`config.mk`:
```
export PLATFORM = sky130hd
export DESIGN_NAME = sensor_reply_frame_checker_core
export DESIGN_NICKNAME = d
export VERILOG_FILES = /design/src/srfc_pkg.sv /design/src/srfc_front.sv /design/src/srfc_queue.sv /design/src/srfc_back.sv /design/src/sensor_reply_frame_checker_core.sv
export SDC_FILE = /design/constraint.sdc
export NUM_CORES = 1
export LEC_CHECK = 0
export CAP_MARGIN = 20
export CORE_ASPECT_RATIO = 1.1
export CORE_MARGIN = 3
export CORE_UTILIZATION = 55
export CTS_CLUSTER_DIAMETER = 100
export DETAILED_ROUTE_END_ITERATION = 8
export DONT_BUFFER_PORTS = 1
export PLACE_DENSITY = 0.7
export SLEW_MARGIN = 20
export SYNTH_ARGS = -nofsm -noshare
export SYNTH_HDL_FRONTEND = slang
export SYNTH_SLANG_ARGS = --single-unit
```
`constraint.sdc`:
```
create_clock -name clk -period 6.05 [get_ports clk]
set_input_delay 0.605 -clock clk [delete_from_list [all_inputs] [get_ports clk]]
set_output_delay 0.605 -clock clk [all_outputs]
set_load 0.03 [all_outputs]
```
`src/srfc_pkg.sv`:
```
// ----------------------------------------------------------------------------
// srfc_pkg
// Shared types, constants and the CRC-16 byte update for the reply frame
// checker.
// ----------------------------------------------------------------------------
`default_nettype none

package srfc_pkg;

	localparam int IDX_W     = 5;
	localparam int FRAME_LEN = 19;

	localparam logic [IDX_W-1:0] IDX_FIRST   = IDX_W'(0);
	localparam logic [IDX_W-1:0] IDX_SYNC2   = IDX_W'(1);
	localparam logic [IDX_W-1:0] IDX_ADDR    = IDX_W'(3);
	localparam logic [IDX_W-1:0] IDX_CMD     = IDX_W'(5);
	localparam logic [IDX_W-1:0] IDX_X_LO    = IDX_W'(9);
	localparam logic [IDX_W-1:0] IDX_X_HI    = IDX_W'(12);
	localparam logic [IDX_W-1:0] IDX_Y_LO    = IDX_W'(13);
	localparam logic [IDX_W-1:0] IDX_Y_HI    = IDX_W'(16);
	localparam logic [IDX_W-1:0] IDX_CRC_HI  = IDX_W'(17);
	localparam logic [IDX_W-1:0] IDX_LAST    = IDX_W'(FRAME_LEN - 1);

	localparam logic [7:0]  SYNC_BYTE = 8'hA5;
	localparam logic [7:0]  CMD_BYTE  = 8'h01;
	localparam logic [15:0] CRC_INIT  = 16'hFFFF;
	localparam logic [15:0] CRC_POLY  = 16'hA001;

	// register indexes on the config port
	localparam logic REG_EXP_ADDR = 1'b0;

	typedef enum logic [1:0] {
		ST_OK     = 2'd0,
		ST_SHORT  = 2'd1,
		ST_HEADER = 2'd2,
		ST_CRC    = 2'd3
	} status_t;

	// one live frame byte, tagged by the front end
	typedef struct packed {
		logic [7:0]       data;
		logic [IDX_W-1:0] idx;
		logic             short_end;
	} entry_t;

	function automatic logic [15:0] crc_update(input logic [15:0] crc_in,
	                                           input logic [7:0] b);
		logic [15:0] c;
		c = crc_in ^ {8'h00, b};
		for (int k = 0; k < 8; k++) begin
			if (c[0]) begin
				c = (c >> 1) ^ CRC_POLY;
			end else begin
				c = c >> 1;
			end
		end
		return c;
	endfunction

endpackage

`default_nettype wire

```
`src/srfc_front.sv`:
```
// ----------------------------------------------------------------------------
// srfc_front
// Accepts input beats, tracks the byte position and drops bytes that follow
// a finished frame. Live bytes go to the queue tagged with their index.
// ----------------------------------------------------------------------------
`default_nettype none

module srfc_front (
	input  wire logic                  clk,
	input  wire logic                  arst_n,
	input  wire logic                  in_valid,
	output logic                       in_stall,
	input  wire logic [7:0]            rx_byte,
	input  wire logic                  first_of_frame,
	input  wire logic                  last_of_frame,
	input  wire logic                  q_full,
	output logic                       q_push,
	output srfc_pkg::entry_t           q_entry
);

	logic [srfc_pkg::IDX_W-1:0] idx_q;
	logic                       done_q;
	logic [srfc_pkg::IDX_W-1:0] cur_idx;
	logic                       live;
	logic                       acc;

	assign in_stall = q_full;
	assign acc      = in_valid && !q_full;
	assign cur_idx  = first_of_frame ? srfc_pkg::IDX_FIRST : idx_q;
	assign live     = first_of_frame || !done_q;
	assign q_push   = acc && live;

	always_comb begin
		q_entry.data      = rx_byte;
		q_entry.idx       = cur_idx;
		q_entry.short_end = last_of_frame && (cur_idx != srfc_pkg::IDX_LAST);
	end

	always_ff @(posedge clk or negedge arst_n) begin
		if (!arst_n) begin
			idx_q  <= srfc_pkg::IDX_FIRST;
			done_q <= 1'b0;
		end else if (acc && live) begin
			done_q <= (cur_idx == srfc_pkg::IDX_LAST) || last_of_frame;
			if (cur_idx != srfc_pkg::IDX_LAST) begin
				idx_q <= cur_idx + srfc_pkg::IDX_W'(1);
			end else begin
				idx_q <= cur_idx;
			end
		end
	end

	a_idx_bound: assert property (@(posedge clk) disable iff (!arst_n)
		idx_q <= srfc_pkg::IDX_LAST)
		else $error("byte index ran past the frame length");

	a_drop_done: assert property (@(posedge clk) disable iff (!arst_n)
		(acc && done_q && !first_of_frame) |-> !q_push)
		else $error("byte after a finished frame reached the queue");

endmodule

`default_nettype wire

```
`src/srfc_queue.sv`:
```
// ----------------------------------------------------------------------------
// srfc_queue
// Two-entry queue between the front end and the checker back end.
// ----------------------------------------------------------------------------
`default_nettype none

module srfc_queue (
	input  wire logic              clk,
	input  wire logic              arst_n,
	input  wire logic              push,
	input  wire srfc_pkg::entry_t  push_entry,
	output logic                   full,
	input  wire logic              pop,
	output logic                   head_valid,
	output srfc_pkg::entry_t       head
);

	srfc_pkg::entry_t slot_q [2];
	logic       wr_ptr_q;
	logic       rd_ptr_q;
	logic [1:0] cnt_q;
	logic       do_pop;

	assign full       = (cnt_q == 2'd2);
	assign head_valid = (cnt_q != 2'd0);
	assign head       = slot_q[rd_ptr_q];
	assign do_pop     = pop && head_valid;

	always_ff @(posedge clk) begin
		if (push) begin
			slot_q[wr_ptr_q] <= push_entry;
		end
	end

	always_ff @(posedge clk or negedge arst_n) begin
		if (!arst_n) begin
			wr_ptr_q <= 1'b0;
			rd_ptr_q <= 1'b0;
			cnt_q    <= 2'd0;
		end else begin
			if (push) begin
				wr_ptr_q <= !wr_ptr_q;
			end
			if (do_pop) begin
				rd_ptr_q <= !rd_ptr_q;
			end
			cnt_q <= cnt_q + {1'b0, push} - {1'b0, do_pop};
		end
	end

	a_no_overflow: assert property (@(posedge clk) disable iff (!arst_n)
		full |-> !push)
		else $error("push into a full queue");

endmodule

`default_nettype wire

```
`src/srfc_back.sv`:
```
// ----------------------------------------------------------------------------
// srfc_back
// Runs the CRC, header checks and value capture on queued bytes and holds
// the per-frame result in the output register.
// ----------------------------------------------------------------------------
`default_nettype none

module srfc_back (
	input  wire logic              clk,
	input  wire logic              arst_n,
	input  wire logic [7:0]        exp_addr,
	input  wire logic              head_valid,
	input  wire srfc_pkg::entry_t  head,
	output logic                   pop,
	output logic                   out_valid,
	input  wire logic              out_stall,
	output logic [1:0]             status,
	output logic [31:0]            x_bits,
	output logic [31:0]            y_bits
);

	logic [15:0] crc_q;
	logic        hdr_q;
	logic [31:0] x_q;
	logic [31:0] y_q;
	logic [7:0]  crc_hi_q;

	logic              out_valid_q;
	srfc_pkg::status_t status_q;
	logic [31:0]       x_out_q;
	logic [31:0]       y_out_q;

	logic [15:0]       crc_base, crc_next;
	logic              hdr_base, bad;
	logic              emit;
	srfc_pkg::status_t res_status;
	logic [15:0]       got;
	logic [7:0]        b;
	logic [srfc_pkg::IDX_W-1:0] idx;

	assign b   = head.data;
	assign idx = head.idx;

	always_comb begin
		crc_base = (idx == srfc_pkg::IDX_FIRST) ? srfc_pkg::CRC_INIT : crc_q;
		crc_next = (idx < srfc_pkg::IDX_CRC_HI) ? srfc_pkg::crc_update(crc_base, b)
		                                        : crc_base;
		hdr_base = (idx == srfc_pkg::IDX_FIRST) ? 1'b1 : hdr_q;
		bad = ((idx == srfc_pkg::IDX_FIRST || idx == srfc_pkg::IDX_SYNC2)
		       && b != srfc_pkg::SYNC_BYTE)
		   || (idx == srfc_pkg::IDX_ADDR && b != exp_addr)
		   || (idx == srfc_pkg::IDX_CMD && b != srfc_pkg::CMD_BYTE);
		got = {crc_hi_q, b};
		emit = (idx == srfc_pkg::IDX_LAST) || head.short_end;
		priority if (idx != srfc_pkg::IDX_LAST) begin
			res_status = srfc_pkg::ST_SHORT;
		end else if (!hdr_base) begin
			res_status = srfc_pkg::ST_HEADER;
		end else if (got != crc_q) begin
			res_status = srfc_pkg::ST_CRC;
		end else begin
			res_status = srfc_pkg::ST_OK;
		end
	end

	// hold the head while a result would land on a stalled output beat
	assign pop = head_valid && !(emit && out_valid_q && out_stall);

	always_ff @(posedge clk) begin
		if (pop) begin
			crc_q <= crc_next;
			hdr_q <= hdr_base && !bad;
			if (idx >= srfc_pkg::IDX_X_LO && idx <= srfc_pkg::IDX_X_HI) begin
				x_q <= {x_q[23:0], b};
			end
			if (idx >= srfc_pkg::IDX_Y_LO && idx <= srfc_pkg::IDX_Y_HI) begin
				y_q <= {y_q[23:0], b};
			end
			if (idx == srfc_pkg::IDX_CRC_HI) begin
				crc_hi_q <= b;
			end
			if (emit) begin
				status_q <= res_status;
				x_out_q  <= (res_status == srfc_pkg::ST_OK) ? x_q : 32'd0;
				y_out_q  <= (res_status == srfc_pkg::ST_OK) ? y_q : 32'd0;
			end
		end
	end

	always_ff @(posedge clk or negedge arst_n) begin
		if (!arst_n) begin
			out_valid_q <= 1'b0;
		end else if (pop && emit) begin
			out_valid_q <= 1'b1;
		end else if (!out_stall) begin
			out_valid_q <= 1'b0;
		end
	end

	assign out_valid = out_valid_q;
	assign status    = status_q;
	assign x_bits    = x_out_q;
	assign y_bits    = y_out_q;

	a_err_zero: assert property (@(posedge clk) disable iff (!arst_n)
		(out_valid_q && status_q != srfc_pkg::ST_OK) |-> (x_out_q == 32'd0 && y_out_q == 32'd0))
		else $error("failed frame carries nonzero values");

endmodule

`default_nettype wire

```
`src/sensor_reply_frame_checker_core.sv`:
```
// ----------------------------------------------------------------------------
// sensor_reply_frame_checker_core
// Checks 19-byte sensor reply frames (sync, address, command, CRC-16) and
// returns one status beat per frame with the two raw float values.
//
// Input channel: in_valid/in_stall carry rx_byte, first_of_frame and
// last_of_frame, one byte per beat. first_of_frame restarts the parser and
// drops any open frame. Bytes after a frame's result are discarded until the
// next first_of_frame.
// Output channel: out_valid/out_stall carry status, x_bits and y_bits. A
// result comes for the 19th byte, or for a last_of_frame byte before it.
// The result beat is registered: an accepted byte passes the two-entry queue
// and then the back end's output register. Throughput is one byte per cycle
// unless a stall holds it; the back end's CRC byte update is combinational.
// A two-entry queue parts the input front end from the back end. While the
// output is stalled with a result waiting, further bytes keep flowing until a
// byte that would give another result reaches the queue head; in_stall then
// rises once the queue is full.
// Reset leaves the parser at byte 0 with expected_address at 0. The address
// register sits at byte address 0 of the APB port.
// ----------------------------------------------------------------------------
`default_nettype none

module sensor_reply_frame_checker_core (
	input  wire logic        clk,
	input  wire logic        arst_n,
	input  wire logic        in_valid,
	output logic             in_stall,
	input  wire logic [7:0]  rx_byte,
	input  wire logic        first_of_frame,
	input  wire logic        last_of_frame,
	output logic             out_valid,
	input  wire logic        out_stall,
	output logic [1:0]       status,
	output logic [31:0]      x_bits,
	output logic [31:0]      y_bits,
	input  wire logic        psel,
	input  wire logic        penable,
	input  wire logic        pwrite,
	input  wire logic [2:0]  paddr,
	input  wire logic [31:0] pwdata,
	output logic [31:0]      prdata,
	output logic             pready
);

	logic [7:0]       exp_addr_q;
	logic             q_full, q_push, q_pop, head_valid;
	srfc_pkg::entry_t q_entry, head;

	assign pready = 1'b1;

	always_ff @(posedge clk or negedge arst_n) begin
		if (!arst_n) begin
			exp_addr_q <= 8'h00;
		end else if (psel && penable && pwrite && paddr[2] == srfc_pkg::REG_EXP_ADDR) begin
			exp_addr_q <= pwdata[7:0];
		end
	end

	assign prdata = (paddr[2] == srfc_pkg::REG_EXP_ADDR) ? {24'd0, exp_addr_q} : 32'd0;

	srfc_front u_front (
		.clk            (clk),
		.arst_n         (arst_n),
		.in_valid       (in_valid),
		.in_stall       (in_stall),
		.rx_byte        (rx_byte),
		.first_of_frame (first_of_frame),
		.last_of_frame  (last_of_frame),
		.q_full         (q_full),
		.q_push         (q_push),
		.q_entry        (q_entry)
	);

	srfc_queue u_queue (
		.clk        (clk),
		.arst_n     (arst_n),
		.push       (q_push),
		.push_entry (q_entry),
		.full       (q_full),
		.pop        (q_pop),
		.head_valid (head_valid),
		.head       (head)
	);

	srfc_back u_back (
		.clk        (clk),
		.arst_n     (arst_n),
		.exp_addr   (exp_addr_q),
		.head_valid (head_valid),
		.head       (head),
		.pop        (q_pop),
		.out_valid  (out_valid),
		.out_stall  (out_stall),
		.status     (status),
		.x_bits     (x_bits),
		.y_bits     (y_bits)
	);

endmodule

`default_nettype wire

```
After elaboration in Yosys (flattened, before gate mapping)
Memories as Yosys holds them, arrays and structs flattened.
Index checks and enable logic that the tools add are counted.
Widths: inputs -> output; s select.

operators by class
  divide/modulo/power cells = 0
  multipliers = 0
  bitwise logic cells = 10
  shift operators = 0
  multiplexer cells = 21
  $add $sub $neg = 3
  reduce and logical (&&, ||, !) cells = 36
  order comparisons = 5
  equal/unequal tests = 14

operator list
  operator             count
  $mux 16              10
  $not 2->3            8
  $logic_and 1x1->1    17
  $ne 16x16->1         1
  $xor 16x8->16        1
  $eq 5x5->1 const B   3
  $ge 5x4->1 const B   2
  $mux 5               2
  $ne 5x5->1 const B   2
  $mux 8               1
  $ne 8x1->1 const B   1
  $ne 8x8->1           1
  $ne 8x8->1 const B   1
  $reduce_and 2->1     4
  $logic_not 1->1      6
  $logic_or 1x1->1     6
  $mux 2               3
  $add 5x1->5 const B  1
  $eq 5x1->1 const B   1
  $eq 5x2->1 const B   1
  $eq 5x3->1 const B   1
  $le 5x4->1 const B   1
  $le 5x5->1 const B   1
  $logic_not 5->1      1
  9 further kinds      13

storage, ports and cells
  flip-flop bits (word level) = 174
  output and inout port bits = 101
  input port bits = 52
  memory bits (writable) = 28
  logic and storage cells = 105
  bits in latches = 0
  ROM bits = 0
  memories kept = 1

memories
  memory          words  width  read ports  clocked after memory_dff  write ports  RTL line          source
  u_queue.slot_q  2      14     1           0                         1            srfc_queue.sv:18  srfc_pkg::entry_t slot_q [2];

Longest topological paths before layout
Gate-level depths: netlist of run 1.
An unclocked memory read counts as a cell.

  depth in word-level cells = 21
  gate-level depth with buffers = 13
  mapped depth without buffers = 11

Modules after synthesis
From an unflattened synthesis of run 1, not the netlist that was laid out.

second synthesis, totals
  cells, all modules = 557
  area total of the unflattened synthesis = 8445.6 µm²

by module, submodules not included
  module                           cells an instance  times used  area each (µm²)
  srfc_back                        391                1           6170.9
  srfc_queue                       61                 1           1263.7
  sensor_reply_frame_checker_core  52                 1           579.3
  srfc_front                       53                 1           431.7

Least setup slack after synthesis of run 1
Ideal clock, no wire load.

  path kind = flip-flop to flip-flop
  start point = register u_queue.rd_ptr_q
  end point = register u_back.status_q[0], in the netlist u_back.status[0] (enable)
  setup time = 491 ps
  data arrival time = 4423 ps
  path buffers = 3
  data required time = 5559 ps
  setup slack = 1136 ps
  cell stages (with the launch flop) = 9
  period minus slack after synthesis = 4914 ps
  cells stage by stage = dfrtp_1 -> buf_6 -> buf_6 -> buf_4 -> mux2i_1 -> nand4bb_1 -> and2_1 -> o22ai_1 -> nor2_1

on the way
  longest elaborated chain between the ends = 8

ends and longest elaborated chain
  element                                RTL line          source
  from (decl)                            srfc_queue.sv:20  logic rd_ptr_q;
  from (signal assigned)                 srfc_queue.sv:45  rd_ptr_q <= !rd_ptr_q;
  $mem_v2 2x14 (*)                       -
  $eq 5x5->1                             srfc_back.sv:54   emit = (idx == srfc_pkg::IDX_LAST) || head.short_end;
  $logic_or 1x1->1 (*)                   srfc_back.sv:54
  $logic_and 1x1->1 (2 in series)        srfc_back.sv:67   assign pop = head_valid && !(emit && out_valid_q && out_stall);
  $logic_not 1->1                        srfc_back.sv:67
  $logic_and 1x1->1                      srfc_back.sv:67
  $reduce_and 2->1 (no source line) (*)  -
  to (signal assigned)                   srfc_back.sv:83   status_q <= res_status;
  to (decl)                              srfc_back.sv:29   srfc_pkg::status_t status_q;

Mark *: on every way between the ends. The rest lies on a longest branch, timed or not.
A chain may end at the register's enable or synchronous reset.

Worst setup path after layout of run 1
  start point = register u_queue.rd_ptr_q
  end point = register u_queue.cnt_q[1]

on the way
  longest elaborated chain between the ends = 9

ends and longest elaborated chain
  element                              RTL line                               source
  $mem_v2 2x14 (*)                     -
  $eq 5x5->1                           srfc_back.sv:54
  $logic_or 1x1->1 (*)                 srfc_back.sv:54
  $logic_and 1x1->1 (*) (2 in series)  srfc_back.sv:67
  $logic_not 1->1 (*)                  srfc_back.sv:67
  $logic_and 1x1->1 (*)                srfc_back.sv:67
  named net q_pop                      sensor_reply_frame_checker_core.sv:47  logic q_full, q_push, q_pop, head_valid;
  $logic_and 1x1->1 (*)                srfc_queue.sv:27                       assign do_pop = pop && head_valid;
  $sub 2x1->2 (*)                      srfc_queue.sv:47                       cnt_q <= cnt_q + {1'b0, push} - {1'b0, do_pop};
  to (signal assigned)                 srfc_queue.sv:47
  to (decl)                            srfc_queue.sv:21                       logic [1:0] cnt_q;

The timed path passes the listed nets; every way through them passes the cells marked *.

==> metrics.txt, run 1 <==
status finished clean; FMAX between 200 and 250 MHz; Chip Width roughly 120 um; DRC 0; DP HPWL around 9.4 mm; most frequent cell after synthesis edfxtp_1; Crit. End Element register; Routed Antenna Nets 0; global route overflow 0; Routability Congestion roughly 0.85; Mapped Cells between 500 and 600; Top Ports about 150; Core Region around 0.015 sq mm; Power per Cell Area ~630 mW/mm^2; number of CTS-inserted buffers 20; CP bufs+invs 2; Fin Clk Skew a little over 8 ps; layout cells sized above 1 between 10% and 20%; DP Cell Count between 700 and 800; FILL cells around 1100; Max-Cap Viols 0; final slew viol count 0; HP Class in -> reg; top-area cell type share of the netlist area around 65%; worst slew pin tran 1040 ps; # setup viols final 0; Crit path arrival time around 4600 ps; Setup CP Type reg -> reg; Largest stage delay, worst path 730 ps; cell area after synthesis 0.00842 sq mm; first-pass GRT wire length ~22 mm; period utilisation layout between 60% and 70%; initial antenna violation count 0; number of diodes 0; Synth Warn # 0; top_reg_cell synth edfxtp_1; Async S/R FF share, synth a little under a tenth; Slew Limit Headroom between 30% and 40%; worst path cell trace mux2i_1 -> nand4bb_1 -> and2_1 -> o22ai_1 -> inv_1 -> ha_1 -> inv_1 -> ha_1 -> xnor2_1 -> xnor2_1; Layout Nets 612; largest net degree at the start of global routing 67; Clock Latency Late Sink approximately 480 ps; Synth top cells by count edfxtp_1, and2_1, xnor2_1, buf_4, nor2_1; vias ~4000; crit path launch type register; GRT Overall Usage ~17%; Synth area leader edfxtp_1; CP top delay family compound AO/OA/AOI/OAI gates; fin cells between 700 and 800; Via density 5.31; die footprint roughly 0.017 sq mm; Die H approximately 140 um; Max H-tree Level 1; First DRT Iteration DRCs 314; WL/cell 18.2 um; EDFF count, synth between 150 and 200; Pwr Total approximately 5.8 mW; Sink Count just over 200; WHS 219 ps; Leakage 3.30 nW; post-layout minimum cycle time 4160 ps; synth top area cells edfxtp_1, dfrtp_1, and2_1; post-synth cell types 43; Buffers on Ports 0; CTS tree done; clk slew on worst S/H paths approximately 60 ps; crit path max fanout 18; post-CTS setup buffer count 0; Slowest-stage cell, CP o22ai_1; CTS resizes 0; sequential element share of the synthesized area between 70% and 80%; final setup TNS 0 ps; Std-Cell Rows 46; number of global-route vias before repair ~4200; fin util between 60% and 70%; Starting Density between 50 and 60%; RSZ-0062 raised after global routing false; Synth Area per Inst between 15 and 20 sq um; Routed WL about 14 mm; number of synthesized register bits roughly 200; Root Driver clkbuf_16; VDD IR max between 0.3 and 0.4 mV; Final Hold Viols 0; worst path required time 6450 ps; TritonRoute pass-1 iters 4; CTS max path bufs 3; Syn-to-layout area delta 9.47%
-- cells in the final DEF (no fill, tap or decap), drive strengths merged, types with 2 or more instances in the layout --
cell type  instances
edfxtp           183
and2              66
xnor2             47
nor2              26
conb              25
clkbuf            21
dfrtp             19
nand2             18
a21oi             16
xor2              15
nor2b             14
inv               13
mux2              13
mux2i             13
clkinv            11
o21ai             10
nor3               7
o22a               6
nand4              6
buf                6
nand3              5
ha                 4
bufinv             4
nor4               4
nand2b             3
o22ai              2
xnor3              2
and3               2
-- through the flow --
step	setup WS, ps	cell area [sq um]
6_report	1890	9220
3_3_place_gp	2080	8510
2_1_floorplan	1140	8510
5_1_grt	1530	9220
4_1_cts	1890	9220
3_5_place_dp	1920	8510
-- state kept, by name, summed over array words and instances (netlist names) --
| signal | count |
|---|---|
| u_queue.wr_ptr_q | 1 |
| u_back.x_q | 32 |
| exp_addr_q | 8 |
| u_back.status | 2 |
| u_front.done_q | 1 |
| u_back.crc_hi_q | 8 |
| u_back.x_bits | 32 |
| u_back.y_bits | 32 |
| u_back.hdr_q | 1 |
| u_front.idx_q | 5 |
| u_queue.rd_ptr_q | 1 |
| u_queue.slot_q | 28 |
| u_queue.cnt_q | 2 |
| u_back.y_q | 32 |
| u_back.out_valid | 1 |
| u_back.crc_q | 16 |
-- where the power goes --
group	total, mW	switching [mW]	internal [mW]
registers	2.87	0.639	2.23
logic	1.65	0.929	0.720
clock network	1.28	0.486	0.798
-- worst register-to-register path, stage by stage (launching register included) --
cell,delay [ps]
dfrtp_1,610
mux2i_1,470
nand4bb_1,300
and2_1,290
o22ai_1,730
inv_1,660
ha_1,480
inv_1,40
ha_1,180
xnor2_1,180
xnor2_1,140
-- per-layer routing --
metal	part of all wire, %	track usage, %	vias to the layer above
met5	0	0	-
met3	5.4	3.38	25
met4	1.9	4.75	0
met1	42	21.6	1975
met2	51	28.3	137
li1	-	-	1912
-- worst paths after layout --
check                                             start                        endpoint  slack (ps)  cells past startpoint
setup / recovery           u_queue.rd_ptr_q$_DFFE_PN0P_      u_queue.cnt_q[1]$_DFF_PN0_        1890                     10
hold / removal                               rx_byte[3]  u_queue.slot_q[0][9]$_DFFE_PP_         220                      0
setup reg to reg           u_queue.rd_ptr_q$_DFFE_PN0P_      u_queue.cnt_q[1]$_DFF_PN0_        1890                     10
hold reg to reg                u_back.x_q[23]$_DFFE_PP_        u_back.x_q[31]$_DFFE_PP_         440                      0
max in group asynchronous                        arst_n    u_queue.rd_ptr_q$_DFFE_PN0P_        4820                      1
min in group asynchronous                        arst_n       exp_addr_q[1]$_DFFE_PN0P_         690                      1
-- final cells by class --
cell class,instances,area (sq um),area share [%]
Tap cell,192,240,2.61
Clock inverter,15,169,1.83
Multi-Input combinational cell,312,2210,24.0
Clock buffer,21,526,5.70
Sequential cell,202,5970,64.8
Inverter,13,48.8,0.529
Timing Repair Buffer,7,55.1,0.597
-- cells by family (layout without fill, tap and decap cells) --
kind of cell | after synthesis | after routing | synth area share (%)
AO/OA/AOI/OAI | 37 | 37 | 2.59
XOR/XNOR | 64 | 64 | 7.16
adder cells (fa/ha/maj) | 4 | 4 | 0.594
buffers and inverters | 52 | 56 | 4.21
flip-flops | 202 | 202 | 70.9
multiplexers | 26 | 26 | 3.95
other | 2 | 25 | 0.0892
AND/OR/NAND/NOR | 156 | 156 | 10.5
-- repair_timing --
item,in CTS,in global routing
hold buffers,1,0
endpoints found under the setup margin,0,0
endpoints found under the hold margin,19,0
Note: power is estimated with default switching activity, not from simulation.
==> inputs of run 2 (changes only) <==
PLACE_DENSITY = 0.73   (was 0.7)
clock period = 3.3 ns   (was 6.05 ns; I/O delays follow)
==> metrics.txt, run 2 (synthesis results as in run 1) <==
Layout Nets 647 (+5.7%); Clock Latency Late Sink 490 ps (about the same); Fin Clk Skew 18.8 ps (+10.5 ps); Die H 136 um (unchanged); layout cells sized above 1 13.4% (+1.7 points); Syn-to-layout area delta 13.9%; post-CTS setup buffer count 0 (unchanged); fin util 65.4% (+2.5 points); Leakage 3.47 nW (+5.2%); final slew viol count 0 (unchanged); Sink Count 202 (unchanged); worst slew pin tran 936 ps (-101 ps); Setup CP Type reg -> reg; Setup WS pre-CTS 331 ps (-1590 ps); Max H-tree Level 1 (unchanged); Worst Setup SP u_queue.rd_ptr_q$_DFFE_PN0P_; First DRT Iteration DRCs 363 (+16%); clk slew on worst S/H paths 70 ps (about the same); first-pass GRT wire length 23.1 mm (+6.5%); Std-Cell Rows 46 (unchanged); Routed Antenna Nets 0 (unchanged); commonest cells after routing, fill and taps aside edfxtp_1, and2_1, xnor2_1, nor2_1, conb_1; Starting Density 57.4% (unchanged); Max-Cap Viols 0 (unchanged); Slew Limit Headroom 37.4% (+6.7 points); DP Cell Count 742 (+2.3%); most common cell after layout, fill and taps aside edfxtp_1; Power per Cell Area 1140 mW/mm^2 (+82%); global route overflow 0 (unchanged); # setup viols final 0 (unchanged); Pwr Total 11.0 mW (+89%); Root Driver clkbuf_16; DP HPWL 9.76 mm (+4.2%); number of diodes 0 (unchanged); Routed WL 14.7 mm (+6.4%); Core Region 0.0147 sq mm (unchanged); vias 4236 (+4.6%); CTS resizes 0 (unchanged); Crit path arrival time 3110 ps (-1450 ps); Buffers on Ports 0 (unchanged); crit path launch type register; Top Ports 153 (unchanged); DP Area 0.00868 sq mm (+2.0%); RSZ-0062 raised after global routing false; Final Hold Viols 0 (unchanged); Via density 5.32 (+0.15%); Final Cell Area 0.00959 sq mm (+4.1%); Crit. End Element register; cts hold-fix bufs 19 (+18); status finished clean; WL/cell 18.5 um (+1.9%); DRC 0 (unchanged); Chip Width 124 um (unchanged); worst path required time 3430 ps (-3020 ps); TritonRoute pass-1 iters 5 (+1); crit path max fanout 32 (+14); worst hold start first_of_frame; worst setup margin 320 ps (-1570 ps); FMAX 336 MHz (+40%); die footprint 0.0168 sq mm (unchanged); WHS 35.4 ps (-184 ps); GRT Overall Usage 17.6% (+1.1 points); largest net degree at the start of global routing 65 (-3.0%); period utilisation layout 90.3% (+22 points); final setup TNS 0 ps (unchanged); Reg-to-Reg Start u_queue.rd_ptr_q$_DFFE_PN0P_; number of CTS-inserted buffers 20 (unchanged); post-layout minimum cycle time 2980 ps (-1180 ps); CTS max path bufs 3 (unchanged); fin cells 796 (+4.5%); VDD IR max 0.805 mV (+110%); number of global-route vias before repair 4328 (+4.0%); Routability Congestion 0.881 (+3.6%); HP Class in -> reg; initial antenna violation count 0 (unchanged); CTS tree done
==> run 2: cell type report <==
| class | count | area (sq um) |
|---|---|---|
| timing repair buffer | 42 | 400 |
| clock buffer | 24 | 537 |
| clock inverter | 11 | 183 |
| fill | 1030 | 5080 |
| sequential | 202 | 5970 |
| tap | 192 | 240 |
| inverter | 13 | 48.8 |
| multi-input combinational | 312 | 2210 |
==> run 2: critical path: stages, from the launching register on <==
cell,delay (ps)
dfrtp_1,620
buf_4,280
mux2i_1,270
nand4bb_1,290
and2_1,250
o22ai_1,120
buf_4,190
nor3_4,200
buf_4,390
==> run 2: final timing paths <==
kind / to / slack [ps] / cells past startpoint
min in group asynchronous: u_front.idx_q[4]$_DFFE_PN0P_ / 430 / 1
min: u_front.idx_q[3]$_DFFE_PN0P_ / 40 / 3
max in group asynchronous: exp_addr_q[7]$_DFFE_PN0P_ / 2280 / 1
max: u_back.x_q[25]$_DFFE_PP_ / 320 / 8
min reg2reg: u_back.x_q[14]$_DFFE_PP_ / 440 / 0
max reg2reg: u_back.x_q[25]$_DFFE_PP_ / 320 / 8
==> run 2: report_power, final <==
group          total, mW  switching (mW)  internal (mW)
registers           5.24            1.17           4.07
clock network       2.45           0.896           1.55
logic               3.29            1.78           1.51
total               11.0            3.85           7.13
==> run 2: per-layer routing <==
metal,vias to the layer above,global-route usage (%),wire [um]
met1,2083,22.3,6000
met4,0,4.26,244
li1,1984,-,-
met5,-,0,0
met2,152,31.5,7740
met3,17,3.22,761
==> inputs of run 3 (changes only) <==
==> constraint.sdc (replaced) <==
create_clock -name clk -period 3.3 [get_ports clk]
set_input_delay 0 -clock clk [delete_from_list [all_inputs] [get_ports clk]]
set_output_delay 0 -clock clk [all_outputs]
set_load 0.03 [all_outputs]
==> metrics.txt, run 3 (synthesis results as in run 1) <==
Post-Route M1 WL 5.85 mm (-2.5%); Leakage 3.43 nW (-0.88%); Worst path depth 8 (unchanged); Top Ports 153 (unchanged); Slew Limit Headroom 40.1% (+2.7 points); CP top delay family simple AND/OR/NAND/NOR gates; die footprint 0.0168 sq mm (unchanged); TritonRoute pass-1 iters 4 (-1); status finished clean; # setup viols final 0 (unchanged); Internal 6.83 mW (-4.2%); DP HPWL 9.90 mm (+1.4%); Pwr Total 10.6 mW (-3.1%); commonest cells after routing, fill and taps aside edfxtp_1, and2_1, xnor2_1, nor2_1, conb_1; Routed WL 14.5 mm (-1.8%); HP Class in -> async; multi-input logic area 0.00221 sq mm (unchanged); crit path max fanout 33 (+3.1%); Slowest-stage cell, CP dfrtp_1; Crit. End Element register; most common cell after layout, fill and taps aside edfxtp_1; VDD IR max 0.572 mV (-29%); sequential power share 49.3% (+1.5 points); Fin Clk Skew 16.5 ps (-2.26 ps); post-layout minimum cycle time 3000 ps (+18.9 ps); number of global-route vias before repair 4233 (-2.2%); Root Driver clkbuf_16; Routed Antenna Nets 0 (unchanged); Comb power frac 30.7% (+0.8 points); vias 4159 (-1.8%); clk slew on worst S/H paths 60 ps (about the same); Clock Latency Late Sink 480 ps (about the same); global route overflow 0 (unchanged); Reg area 0.00597 sq mm (unchanged); worst path required time 3470 ps (+40 ps); Chip Width 124 um (unchanged); worst path cell trace nand2b_1 -> o22a_1 -> nand4bb_1 -> and2_1 -> o22ai_1 -> buf_4 -> nor2_4 -> buf_12; FMAX 333 MHz (-0.63%); FILL cells 1026 (-0.39%); metal2 WL 7.67 mm (-0.98%); CP bufs+invs 2 (-1); number of diodes 0 (unchanged); GRT Overall Usage 17.2% (-0.45 points); Buffers on Ports 0 (unchanged); max layer used met4; Die H 136 um (unchanged); Final Hold Viols 0 (unchanged); CTS max path bufs 3 (unchanged); WL/cell 18.2 um (-2.0%); largest net degree at the start of global routing 65 (unchanged); WHS 87.8 ps (+52.4 ps); Sw Pwr 3.81 mW (-0.90%); Clock Power Share 20.0% (-2.3 points); final setup TNS 0 ps (unchanged); Layout Nets 650 (+0.46%); period utilisation layout 90.9% (+0.57 points); crit path launch type register; layout cells sized above 1 13.5% (+0.12 points); final slew viol count 0 (unchanged); first-pass GRT wire length 22.3 mm (-3.3%); Syn-to-layout area delta 13.0%; post-CTS setup buffer count 0 (unchanged); Starting Density 57.4% (unchanged); Power per Cell Area 1120 mW/mm^2 (-2.3%); FF-to-FF path depth 8 (unchanged); Max-Cap Viols 0 (unchanged); Crit path arrival time 3170 ps (+60 ps); Via density 5.21 (-2.1%); Max H-tree Level 1 (unchanged); CTS tree done; Std-Cell Rows 46 (unchanged); worst slew pin tran 896 ps (-39.7 ps); number of CTS-inserted buffers 20 (unchanged); Met3 Wirelength 755 um (-0.79%); Largest stage delay, worst path 770 ps (+150 ps); sw frac 35.8% (+0.79 points); RSZ-0062 raised after global routing false; Routability Congestion 0.869 (-1.4%); Core Region 0.0147 sq mm (unchanged); Sink Count 202 (unchanged); First DRT Iteration DRCs 272 (-25%); DRC 0 (unchanged); initial antenna violation count 0 (unchanged); Setup CP Type reg -> reg
## run 3: changes by cell type in the layout (fill, tap and decap cells not counted), sizes merged
cell / before / now
bufinv: 5 / 1
clkinv: 4 / 7
dlygate4sd3: 19 / 21
buf: 23 / 24
clkbuf: 24 / 25
inv: 14 / 13
## run 3: metrics by stage
stage          setup slack (ps)  instance area (sq um)  std cells  util [%]
2_1_floorplan              -235                   8520        566         -
3_3_place_gp                364                   8680        743      59.1
3_5_place_dp                261                   8680        743      59.1
4_1_cts                     252                   9510        798      64.8
5_1_grt                    52.8                   9510        798      64.8
6_report                    301                   9510        798      64.8
## run 3: path summary, 6_finish.rpt
path	from	end	slack, ps
worst min register to register	u_back.x_q[14]$_DFFE_PP_	u_back.x_q[22]$_DFFE_PP_	440
worst max-delay path	u_queue.rd_ptr_q$_DFFE_PN0P_	u_back.x_bits[17]$_SDFFCE_PP0P_	300
max in group asynchronous	arst_n	exp_addr_q[0]$_DFFE_PN0P_	2650
worst min-delay path	arst_n	u_front.idx_q[4]$_DFFE_PN0P_	90
worst max register to register	u_queue.rd_ptr_q$_DFFE_PN0P_	u_back.x_bits[17]$_SDFFCE_PP0P_	300
min in group clk	pwrite	exp_addr_q[4]$_DFFE_PN0P_	90
## run 3: power by group through the flow
stage	logic, mW	registers (mW)	clock network, mW
3_5_place_dp	3.27	5.31	0
5_1_grt	3.56	5.34	2.29
6_report	3.26	5.24	2.13
3_3_place_gp	3.15	5.24	0
2_1_floorplan	2.55	5.11	0
4_1_cts	3.30	5.26	2.19
## run 3: timing repair
item                                   CTS  global route
endpoints found under the hold margin   63             0
hold buffers                            21             0
gates resized for setup                  0             0
## run 3: worst register-to-register path, delay by kind of cell, from the launching register on
kind / cells / cell delay [ps]
buffers and inverters: 2 / 470
and+or+nand+nor: 4 / 1140
DFF: 1 / 770
AOI/OAI and AO/OA: 2 / 280
## run 3: final cells by class
class | count | share of cell area (%)
clock inverter | 9 | 0.776
sequential | 202 | 62.8
inverter | 13 | 0.513
multi-input combinational | 312 | 23.3
clock buffer | 25 | 5.79
timing repair buffer | 45 | 4.37
tap | 192 | 2.53
## run 3: per-layer routing
layer  vias up  GRT usage (%)
met5         -              0
li1       1994              -
met3        17           3.05
met2       144           30.6
met4         0           4.75
met1      2004           21.6
